$ cat config.mk
export PLATFORM = sky130hd
export DESIGN_NAME = nps_regs
export DESIGN_NICKNAME = d
export VERILOG_FILES = /design/src/hdl/nps_pkg.sv /design/src/hdl/nps_regs.sv
export SDC_FILE = /design/constraint.sdc
export NUM_CORES = 1
export LEC_CHECK = 0
export BUFFER_PORTS_ARGS = -buffer_cell sky130_fd_sc_hd__buf_2
export CAP_MARGIN = 10
export CORE_MARGIN = 2
export CORE_UTILIZATION = 42
export DETAILED_ROUTE_END_ITERATION = 16
export PLACE_DENSITY = 0.9
export SLEW_MARGIN = 20
export SYNTH_ARGS = -nofsm -noshare
export SYNTH_HDL_FRONTEND = slang
export SYNTH_SLANG_ARGS = --single-unit
export TNS_END_PERCENT = 100
$ cat constraint.sdc
create_clock -name i_clk -period 1 [get_ports i_clk]
set_input_delay 0.05 -clock i_clk [delete_from_list [all_inputs] [get_ports i_clk]]
set_output_delay 0.05 -clock i_clk [all_outputs]
set_load 0.03 [all_outputs]
$ cat src/hdl/nps_pkg.sv
// ----------------------------------------------------------------------------
// nps_pkg
// Shared types and constants of the nearest point search core.
// ----------------------------------------------------------------------------
package nps_pkg;

    localparam int MAX_POINTS_DEF = 1024;
    localparam int COORD_BITS_DEF = 24;

    localparam int IDX_OUT_W   = 10;
    localparam int CNT_CFG_W   = 11;
    localparam int LIMIT_W     = 25;
    localparam int DIST_W      = 25;
    localparam int LIM2_W      = 2 * LIMIT_W;
    localparam int OUT_FIELDS_W = 1 + IDX_OUT_W + DIST_W;
    localparam int OUT_TDATA_W = ((OUT_FIELDS_W + 7) / 8) * 8;

    localparam int APB_ADDR_W = 3;
    localparam int APB_DATA_W = 32;

    localparam logic OP_WRITE = 1'b0;
    localparam logic OP_QUERY = 1'b1;

    localparam logic REG_POINT_COUNT    = 1'b0;
    localparam logic REG_DISTANCE_LIMIT = 1'b1;

    typedef struct packed {
        logic start;
        logic wr;
        logic rd;
        logic sqrt_start;
        logic load_out;
    } t_cmd;

    typedef struct packed {
        logic busy;
        logic found;
        logic sqrt_done;
        logic out_free;
    } t_status;

endpackage

$ cat src/hdl/nps_regs.sv
// ----------------------------------------------------------------------------
// nps_regs
// APB configuration registers: point count and distance limit.
// ----------------------------------------------------------------------------
module nps_regs (
    input  logic                              i_clk,
    input  logic                              i_rst_n,
    input  logic                              psel,
    input  logic                              penable,
    input  logic                              pwrite,
    input  logic [nps_pkg::APB_ADDR_W-1:0]    paddr,
    input  logic [nps_pkg::APB_DATA_W-1:0]    pwdata,
    output logic [nps_pkg::APB_DATA_W-1:0]    prdata,
    output logic                              pready,
    output logic [nps_pkg::CNT_CFG_W-1:0]     o_point_count,
    output logic [nps_pkg::LIMIT_W-1:0]       o_distance_limit
);

    logic [nps_pkg::CNT_CFG_W-1:0] r_point_count;
    logic [nps_pkg::LIMIT_W-1:0]   r_distance_limit;
    logic                          wr_en;
    logic                          reg_sel;

    assign pready  = 1'b1;
    assign wr_en   = psel && penable && pwrite && pready;
    assign reg_sel = paddr[2];

    always_ff @(posedge i_clk) begin
        if (!i_rst_n) begin
            r_point_count    <= '0;
            r_distance_limit <= '0;
        end else if (wr_en) begin
            unique case (reg_sel)
                nps_pkg::REG_POINT_COUNT: begin
                    r_point_count <= pwdata[nps_pkg::CNT_CFG_W-1:0];
                end
                nps_pkg::REG_DISTANCE_LIMIT: begin
                    r_distance_limit <= pwdata[nps_pkg::LIMIT_W-1:0];
                end
                default: begin
                end
            endcase
        end
    end

    always_comb begin
        unique case (reg_sel)
            nps_pkg::REG_POINT_COUNT:    prdata = nps_pkg::APB_DATA_W'(r_point_count);
            nps_pkg::REG_DISTANCE_LIMIT: prdata = nps_pkg::APB_DATA_W'(r_distance_limit);
            default:                     prdata = '0;
        endcase
    end

    assign o_point_count    = r_point_count;
    assign o_distance_limit = r_distance_limit;

endmodule

==> metrics.txt <==
Syn Area/Cell=slightly above 9 sq um; minimum clock period=around 1.1 ns; nets@finish=around 330; Crit-path slowest cell=dfxtp_2; failing checks=negative setup slack; die footprint=4600 sq um; initial core utilization=0.431; Top delay family on crit path=flip-flops; status=finished with violations; Num CTS Buffers=5; LEAKAGE=roughly 1.5 nW; flops & latches, synth=36; Die H=just under 70 um; Core Util, Final=0.658; Synth cell types=12; hold_ws=between 0.007 and 0.008 ns; Yosys warning total=0; H-tree depth=2; CP Cell Sequence=mux2_2, buf_6; clock-pin slew on the worst setup and hold paths=0.07 ns; Synth area leaders=dfxtp_1 42%, mux2i_1 21%, nand2_1 13%; Placeable Area=3970 sq um; final WL=4280 um; Buffers on Ports=about 90; CP required=~0.95 ns; Detailed Route Iter0 Violations=69; vias in the first global route=1443; TritonRoute pass-1 iters=4; Hold WC Path Type=input port to flip-flop; register area share after synthesis=0.421; kind of critical path=flip-flop to primary output; pwr dens=~1200 nW/um^2; clock tree buffer depth=2; clk_lat worst skew=0.27 ns; Slew Limit Fails=0; Setup-failing EPs final=11; Peak supply drop=between 0.6 and 0.7 mV; skew final=0 ns; chip width=67.8 um; Worst path max stage delay=~0.33 ns; Ant. Diodes=0; Avg WL per Cell=between 10 and 15 um; Final ANT Viol Nets=0; Final GP Congestion=approximately 0.67; Final Hold Viols=0; Via density=about 4.7; setup TNS=-0.530 ns; CTS root buffer=clkbuf_8; vias=1591; period utilization=1.05; grt total ovfl=0; pin count of the biggest net entering global routing=32; antenna violations before repair=0; unrepaired setup endpoints after global routing=yes; drc violations=0; Rows=23; Mapped Area=1710 sq um; Setup crit start kind=flip-flop; Synth top area share=0.421; maxcap violations=0; Post-DP HPWL=around 2800 um; layout cell share with drive strength beyond 1=0.567; # IOs=roughly 110; layout overhead on the synthesized area=52.7%; Synth area leader=dfxtp_1; Final WS setup=-0.0540 ns; Cells after Synth=approximately 180; fmax=about 0.95 GHz; total track usage=0.176; CTS tree=yes; maximum fanout along the worst path=3; first-pass GRT wire length=roughly 6100 um; worst endpoint data arrival time=1.00 ns; # clock sinks=36; CP Capture Type=primary output; WP buf/inv=1
## through the flow
| stage | cell area [sq um] | setup slack [ns] | power (mW) | std cells |
|---|---|---|---|---|
| final | 2610 | -0.0540 | 3.07 | 339 |
| after floorplan | 1730 | 0.105 | 1.84 | 189 |
| after global placement | 2200 | 0.105 | 1.96 | 314 |
| after detailed placement | 2200 | 0.0193 | 1.97 | 314 |
| after CTS | 2560 | -0.0654 | 3.10 | 338 |
| after global routing | 2610 | -0.0888 | 3.21 | 339 |
## cell type report
type                       count  area (sq um)
sequential                    36           759
clock buffer                   7          96.3
fill                         316          1360
timing repair buffer         114           788
tap                           50          62.6
multi-input combinational    132           906
## cells in the mapped netlist (all sizes together)
master,number
conb,2
and2,14
mux2,11
mux2i,36
clkbuf,5
nand2,61
nand4,1
dfxtp,36
buf,16
nand4b,1
## layer usage
metal  wire [um]  track usage  vias to the layer above
met4          59       0.0725                        0
met2        2390        0.349                       54
li1            -            -                      783
met5           0            0                        -
met1        1620        0.180                      747
met3         202       0.0263                        7
## cell usage in the layout (no fill, tap or decap)
master         count
buf_2             66
nand2_1           61
mux2i_1           36
dfxtp_2           31
buf_4             29
and2_1            14
buf_6             12
mux2_4             8
conb_1             8
clkbuf_8           7
dfxtp_1            5
buf_12             4
mux2_2             3
clkbuf_4           2
nand4b_4           1
nand4_4            1
dlygate4sd3_1      1
## cell families after synthesis
family,synth area share
flops,0.421
mux,0.283
simple gates,0.211
buf+inv,0.0797
other cells,0.00439
## where the power goes
group          switching, mW  internal [mW]
Sequential            0.0190           1.47
Clock                  0.454          0.613
Combinational          0.304          0.207
## worst reg2reg max path, cell delays in order, from the launching register on
cell	delay [ns]
dfxtp_2	0.33
buf_4	0.10
nand2_1	0.05
mux2i_1	0.14
## worst paths after layout
check | from | to | slack (ns) | cells after the start
worst max-delay path | o_distance_limit[6]$_SDFFE_PN0P_ | prdata[6] | -0.05 | 2
worst min-delay path | pwdata[22] | o_distance_limit[22]$_SDFFE_PN0P_ | 0.008 | 3
worst max register to register | o_point_count[7]$_SDFFE_PN0P_ | o_point_count[7]$_SDFFE_PN0P_ | 0.29 | 3
worst min register to register | o_distance_limit[15]$_SDFFE_PN0P_ | o_distance_limit[15]$_SDFFE_PN0P_ | 0.47 | 2
## state kept, by name, summed over array words and instances (netlist names)
register and cells:
o_point_count 11, o_distance_limit 25
## timing repair
action | CTS | global route
setup endpoints to repair | 13 | 25
gates cloned | 0 | 0
hold endpoints to repair | 0 | 1
setup buffers | 17 | 0
hold buffers | 0 | 1
gates resized for setup | 53 | 33
Note: power is estimated with default switching activity, not from simulation.
