## src/hdl/nps_pkg.sv

```systemverilog
// ----------------------------------------------------------------------------
// nps_pkg
// Shared types and constants of the nearest point search core.
// ----------------------------------------------------------------------------
package nps_pkg;

    localparam int MAX_POINTS_DEF = 1024;
    localparam int COORD_BITS_DEF = 24;

    localparam int IDX_OUT_W   = 10;
    localparam int CNT_CFG_W   = 11;
    localparam int LIMIT_W     = 25;
    localparam int DIST_W      = 25;
    localparam int LIM2_W      = 2 * LIMIT_W;
    localparam int OUT_FIELDS_W = 1 + IDX_OUT_W + DIST_W;
    localparam int OUT_TDATA_W = ((OUT_FIELDS_W + 7) / 8) * 8;

    localparam int APB_ADDR_W = 3;
    localparam int APB_DATA_W = 32;

    localparam logic OP_WRITE = 1'b0;
    localparam logic OP_QUERY = 1'b1;

    localparam logic REG_POINT_COUNT    = 1'b0;
    localparam logic REG_DISTANCE_LIMIT = 1'b1;

    typedef struct packed {
        logic start;
        logic wr;
        logic rd;
        logic sqrt_start;
        logic load_out;
    } t_cmd;

    typedef struct packed {
        logic busy;
        logic found;
        logic sqrt_done;
        logic out_free;
    } t_status;

endpackage

```

## src/hdl/nps_ctrl.sv

```systemverilog
// ----------------------------------------------------------------------------
// nps_ctrl
// Controller: accepts requests, sequences the table scan, root and result.
// ----------------------------------------------------------------------------
module nps_ctrl #(
    parameter int MAX_POINTS = nps_pkg::MAX_POINTS_DEF
) (
    input  logic                              i_clk,
    input  logic                              i_rst_n,
    input  logic                              i_s_tvalid,
    input  logic                              i_opcode,
    input  logic [nps_pkg::CNT_CFG_W-1:0]     i_point_count,
    input  nps_pkg::t_status                  i_status,
    output nps_pkg::t_cmd                     o_cmd,
    output logic [$clog2(MAX_POINTS)-1:0]     o_rd_addr,
    output logic                              o_s_tready
);

    localparam int IDX_W = $clog2(MAX_POINTS);
    localparam int CNT_W = $clog2(MAX_POINTS + 1);
    localparam int NW    = (CNT_W > nps_pkg::CNT_CFG_W) ? CNT_W : nps_pkg::CNT_CFG_W;

    typedef enum logic [4:0] {
        ST_IDLE  = 5'b00001,
        ST_SCAN  = 5'b00010,
        ST_DRAIN = 5'b00100,
        ST_SQRT  = 5'b01000,
        ST_DONE  = 5'b10000
    } t_state;

    t_state         r_state, n_state;
    logic [CNT_W-1:0] r_cnt, n_cnt;
    logic [NW-1:0]  count_ext;
    logic [NW-1:0]  n_eff;

    assign count_ext = NW'(i_point_count);
    assign n_eff     = (count_ext > NW'(MAX_POINTS)) ? NW'(MAX_POINTS) : count_ext;

    always_comb begin
        n_state    = r_state;
        n_cnt      = r_cnt;
        o_cmd      = '0;
        o_s_tready = 1'b0;
        unique case (r_state)
            ST_IDLE: begin
                o_s_tready = 1'b1;
                if (i_s_tvalid) begin
                    if (i_opcode == nps_pkg::OP_QUERY) begin
                        o_cmd.start = 1'b1;
                        n_cnt       = '0;
                        n_state     = ST_SCAN;
                    end else begin
                        o_cmd.wr = 1'b1;
                    end
                end
            end
            ST_SCAN: begin
                if (NW'(r_cnt) < n_eff) begin
                    o_cmd.rd = 1'b1;
                    n_cnt    = r_cnt + 1'b1;
                end else begin
                    n_state = ST_DRAIN;
                end
            end
            ST_DRAIN: begin
                if (!i_status.busy) begin
                    if (i_status.found) begin
                        o_cmd.sqrt_start = 1'b1;
                        n_state          = ST_SQRT;
                    end else begin
                        n_state = ST_DONE;
                    end
                end
            end
            ST_SQRT: begin
                if (i_status.sqrt_done) begin
                    n_state = ST_DONE;
                end
            end
            ST_DONE: begin
                if (i_status.out_free) begin
                    o_cmd.load_out = 1'b1;
                    n_state        = ST_IDLE;
                end
            end
            default: begin
                n_state = ST_IDLE;
            end
        endcase
    end

    always_ff @(posedge i_clk) begin
        if (!i_rst_n) begin
            r_state <= ST_IDLE;
            r_cnt   <= '0;
        end else begin
            r_state <= n_state;
            r_cnt   <= n_cnt;
        end
    end

    assign o_rd_addr = r_cnt[IDX_W-1:0];

endmodule

```

## config.mk

```make
export PLATFORM = sky130hd
export DESIGN_NAME = nps_ctrl
export DESIGN_NICKNAME = d
export VERILOG_FILES = /design/src/hdl/nps_pkg.sv /design/src/hdl/nps_ctrl.sv
export SDC_FILE = /design/constraint.sdc
export NUM_CORES = 1
export LEC_CHECK = 0
export BUFFER_PORTS_ARGS = -buffer_cell sky130_fd_sc_hd__buf_2
export CORE_ASPECT_RATIO = 1.25
export CORE_MARGIN = 2
export CORE_UTILIZATION = 45
export DETAILED_ROUTE_END_ITERATION = 12
export GPL_TIMING_DRIVEN = 0
export PLACE_DENSITY = 0.74
export SYNTH_ARGS = -nofsm -noshare
export SYNTH_HDL_FRONTEND = slang
export SYNTH_SLANG_ARGS = --single-unit
```

## constraint.sdc

```tcl
create_clock -name i_clk -period 2.4 [get_ports i_clk]
set_input_delay 0.12 -clock i_clk [delete_from_list [all_inputs] [get_ports i_clk]]
set_output_delay 0.12 -clock i_clk [all_outputs]
set_load 0.01 [all_outputs]
```

==> flow_metrics.tcl <==
set metrics [dict create \
    ctsHoldBuffers 0 \
    portBuffers 34 \
    coreArea_mm2 0.00265 \
    synth_area_mm2 0.00125 \
    path_clk_slew_ps 110 \
    finalCritPeriodShare 0.955 \
    avgRoutedWirePerCell_um 13.2 \
    die_area_mm2 0.00321 \
    r2r_start "r_cnt[8]$_SDFFE_PN0P_" \
    critical_path.max_fanout 10 \
    vias_per_cell 5.64 \
    gp_congestion 0.817 \
    whs_path_depth 2 \
    nets 227 \
    cp-start-kind "register" \
    antenna_found_initial 0 \
    rows 21 \
    fin_area_mm2 0.00151 \
    drt_first_pass_iters 4 \
    grt_pass1_vias 1253 \
    hp-class "in2reg" \
    p_leak_nw 0.712 \
    worst_pin_slew_ps 427 \
    cts_buffer_depth 2 \
    yosys_warnings 0 \
    synth_seq_cells 16 \
    grt-ovfl-total 0 \
    syn_inst 159 \
    critPathCaptureType "output pin" \
    num_vias 1298 \
    worstPathRequired_ps 2280 \
    placed_area_mm2 0.00146 \
    area_delta_synth_final_pct 21.1 \
    numCtsBuffers 3 \
    r2r_setup_slack_ps 330 \
    die_x_um 51.1 \
    cts_sinks 16 \
    status "complete, no violations" \
    power_density_mw_per_mm2 358 \
    setup_tns_ps 0 \
    worst_ep_arrival_time_ps 2170 \
    die_h_um 62.8 \
    grt_usage 0.206 \
    grt_first_pass_wirelength_um 5280 \
    peakVddDrop_uv 300 \
    hold_start "i_rst_n" \
    antenna_cells 0 \
    antenna_left 0 \
    finalHoldViolations 0 \
    layout-drive-gt1-share 0.321 \
    holdPathEnd "r_state[0]$_SDFFE_PN1P_" \
    grt_max_degree 13 \
    seq_area_frac_synth 0.257 \
    final_core_utilization 0.569 \
    cts_tree "done" \
    synth_cell_types 44 \
    drtIter0Drc 20 \
    drv_cap 0 \
    finalPower_w 0.000541 \
    layout_setup_ws_ps 107 \
    clockRootBuffer "clkbuf_4" \
    finClkSkew_ps 9.07 \
    cts_setup_buffers 0 \
    htreeDepth 1 \
    drc 0 \
    syn_avg_cell_area_um2 7.84 \
    critical_path_class "reg2out" \
    rsz0062_at_grt "no" \
    r2r_cells 7 \
    clk_latency_ps 300 \
    final_common_cell "buf_2" \
    setup_violations 0 \
    io_pins 35 \
    finalCriticalPeriod_ps 2290 \
    place_hpwl_um 2400 \
    maxSlewHeadroom 0.716 \
    drv_slew 0 \
    wl_um 3040 \
    synthesis.nets 189 \
    final_cell_mix "buf_2, nand2_1, a21oi_1, dfxtp_1, ha_1" \
    start_util 0.470 \
    place_ws_ps 2.25 \
    worst_r2r_endpoint "r_cnt[3]$_SDFFE_PN0P_" \
    fmax_ghz 0.436 \
]
==> per-stage QoR <==
stage	hold slack (ps)	std cells
after floorplan	209	159
after global placement	387	227
after detailed placement	389	227
after CTS	85.1	230
after global routing	83.6	230
final	86.5	230
==> final cells by class <==
class                      count  area (µm²)
tap                           34        42.5
fill                         263        1140
timing repair buffer          34         170
clock buffer                   4        36.3
sequential                    16         324
multi-input combinational    119         803
buffer                        13        95.1
inverter                      10        37.5
==> timing repair <==
action,in CTS,in global routing
cloned,0,0
gates resized for setup,1,5
setup endpoints to repair,1,1
==> layer usage <==
metal | global-route usage | part of all wire | wire, µm
met2 | 0.380 | 0.53 | 1610
met1 | 0.233 | 0.42 | 1260
met4 | 0.0811 | 0.018 | 55
met3 | 0.0215 | 0.035 | 105
met5 | 0 | 0 | 0
==> cell usage after synthesis (all sizes together) <==
library cell  instances  area share
a211oi                1      0.0060
a21o                  2       0.012
a21oi                14       0.056
a221oi                1       0.012
a22o                  1      0.0070
a311o                 1      0.0080
a31oi                 2       0.010
and2                  1      0.0050
and3                  3       0.015
and4                  1      0.0070
buf                  12       0.073
clkbuf                2      0.0060
clkinv                1      0.0030
dfxtp                16        0.26
ha                   11        0.11
inv                   9       0.027
nand2                21       0.065
nand2b                2       0.010
nand3                 8       0.036
nand4                 3       0.015
nor2                  9       0.029
nor2b                 1      0.0050
nor3                  3       0.012
nor3b                 1      0.0060
nor4b                 2       0.026
o2111ai               1      0.0070
o211ai                1      0.0060
o21a                  1      0.0060
o21ai                 4       0.016
o21ba                 1      0.0080
o21bai                1      0.0060
o22ai                 1      0.0050
o31ai                 8       0.048
or2                   1      0.0050
or3                   2       0.010
or4                   9       0.054
or4b                  1      0.0080
==> kinds of logic after synthesis <==
group / share of synthesized area
compound gates: 0.214
fa+ha+maj: 0.110
buf+inv: 0.109
flops: 0.257
simple gates: 0.309
==> sequential cells by signal (all words and copies together) (netlist names) <==
register / cells
r_cnt: 11
r_state: 5
==> power breakdown <==
group	switching, W	leakage (nW)	internal (W)
sequential	0.00000472	0.131	0.000268
combinational	0.0000463	0.560	0.0000337
clock	0.0000953	0.0210	0.0000926
==> critical path, stage by stage (launching register included) <==
cell	delay (ps)
dfxtp_1	350
ha_1	320
nand4_1	150
or3_4	440
nand3_2	130
buf_6	150
or2_2	160
inv_1	50
buf_2	130
==> worst max-delay path by stage <==
stage	startpoint	to	slack [ps]	cells past startpoint
after floorplan	r_cnt[8]$_SDFFE_PN0P_	r_cnt[8]$_SDFFE_PN0P_	380	7
after global placement	i_point_count[10]	r_cnt[8]$_SDFFE_PN0P_	80	10
after detailed placement	i_point_count[10]	r_cnt[4]$_SDFFE_PN0P_	2	10
after CTS	r_cnt[8]$_SDFFE_PN0P_	o_cmd[2]	50	7
after global routing	r_cnt[6]$_SDFFE_PN0P_	o_cmd[2]	2	8
final	r_cnt[10]$_SDFFE_PN0P_	o_cmd[2]	110	8
(Power assumes the default switching activity.)
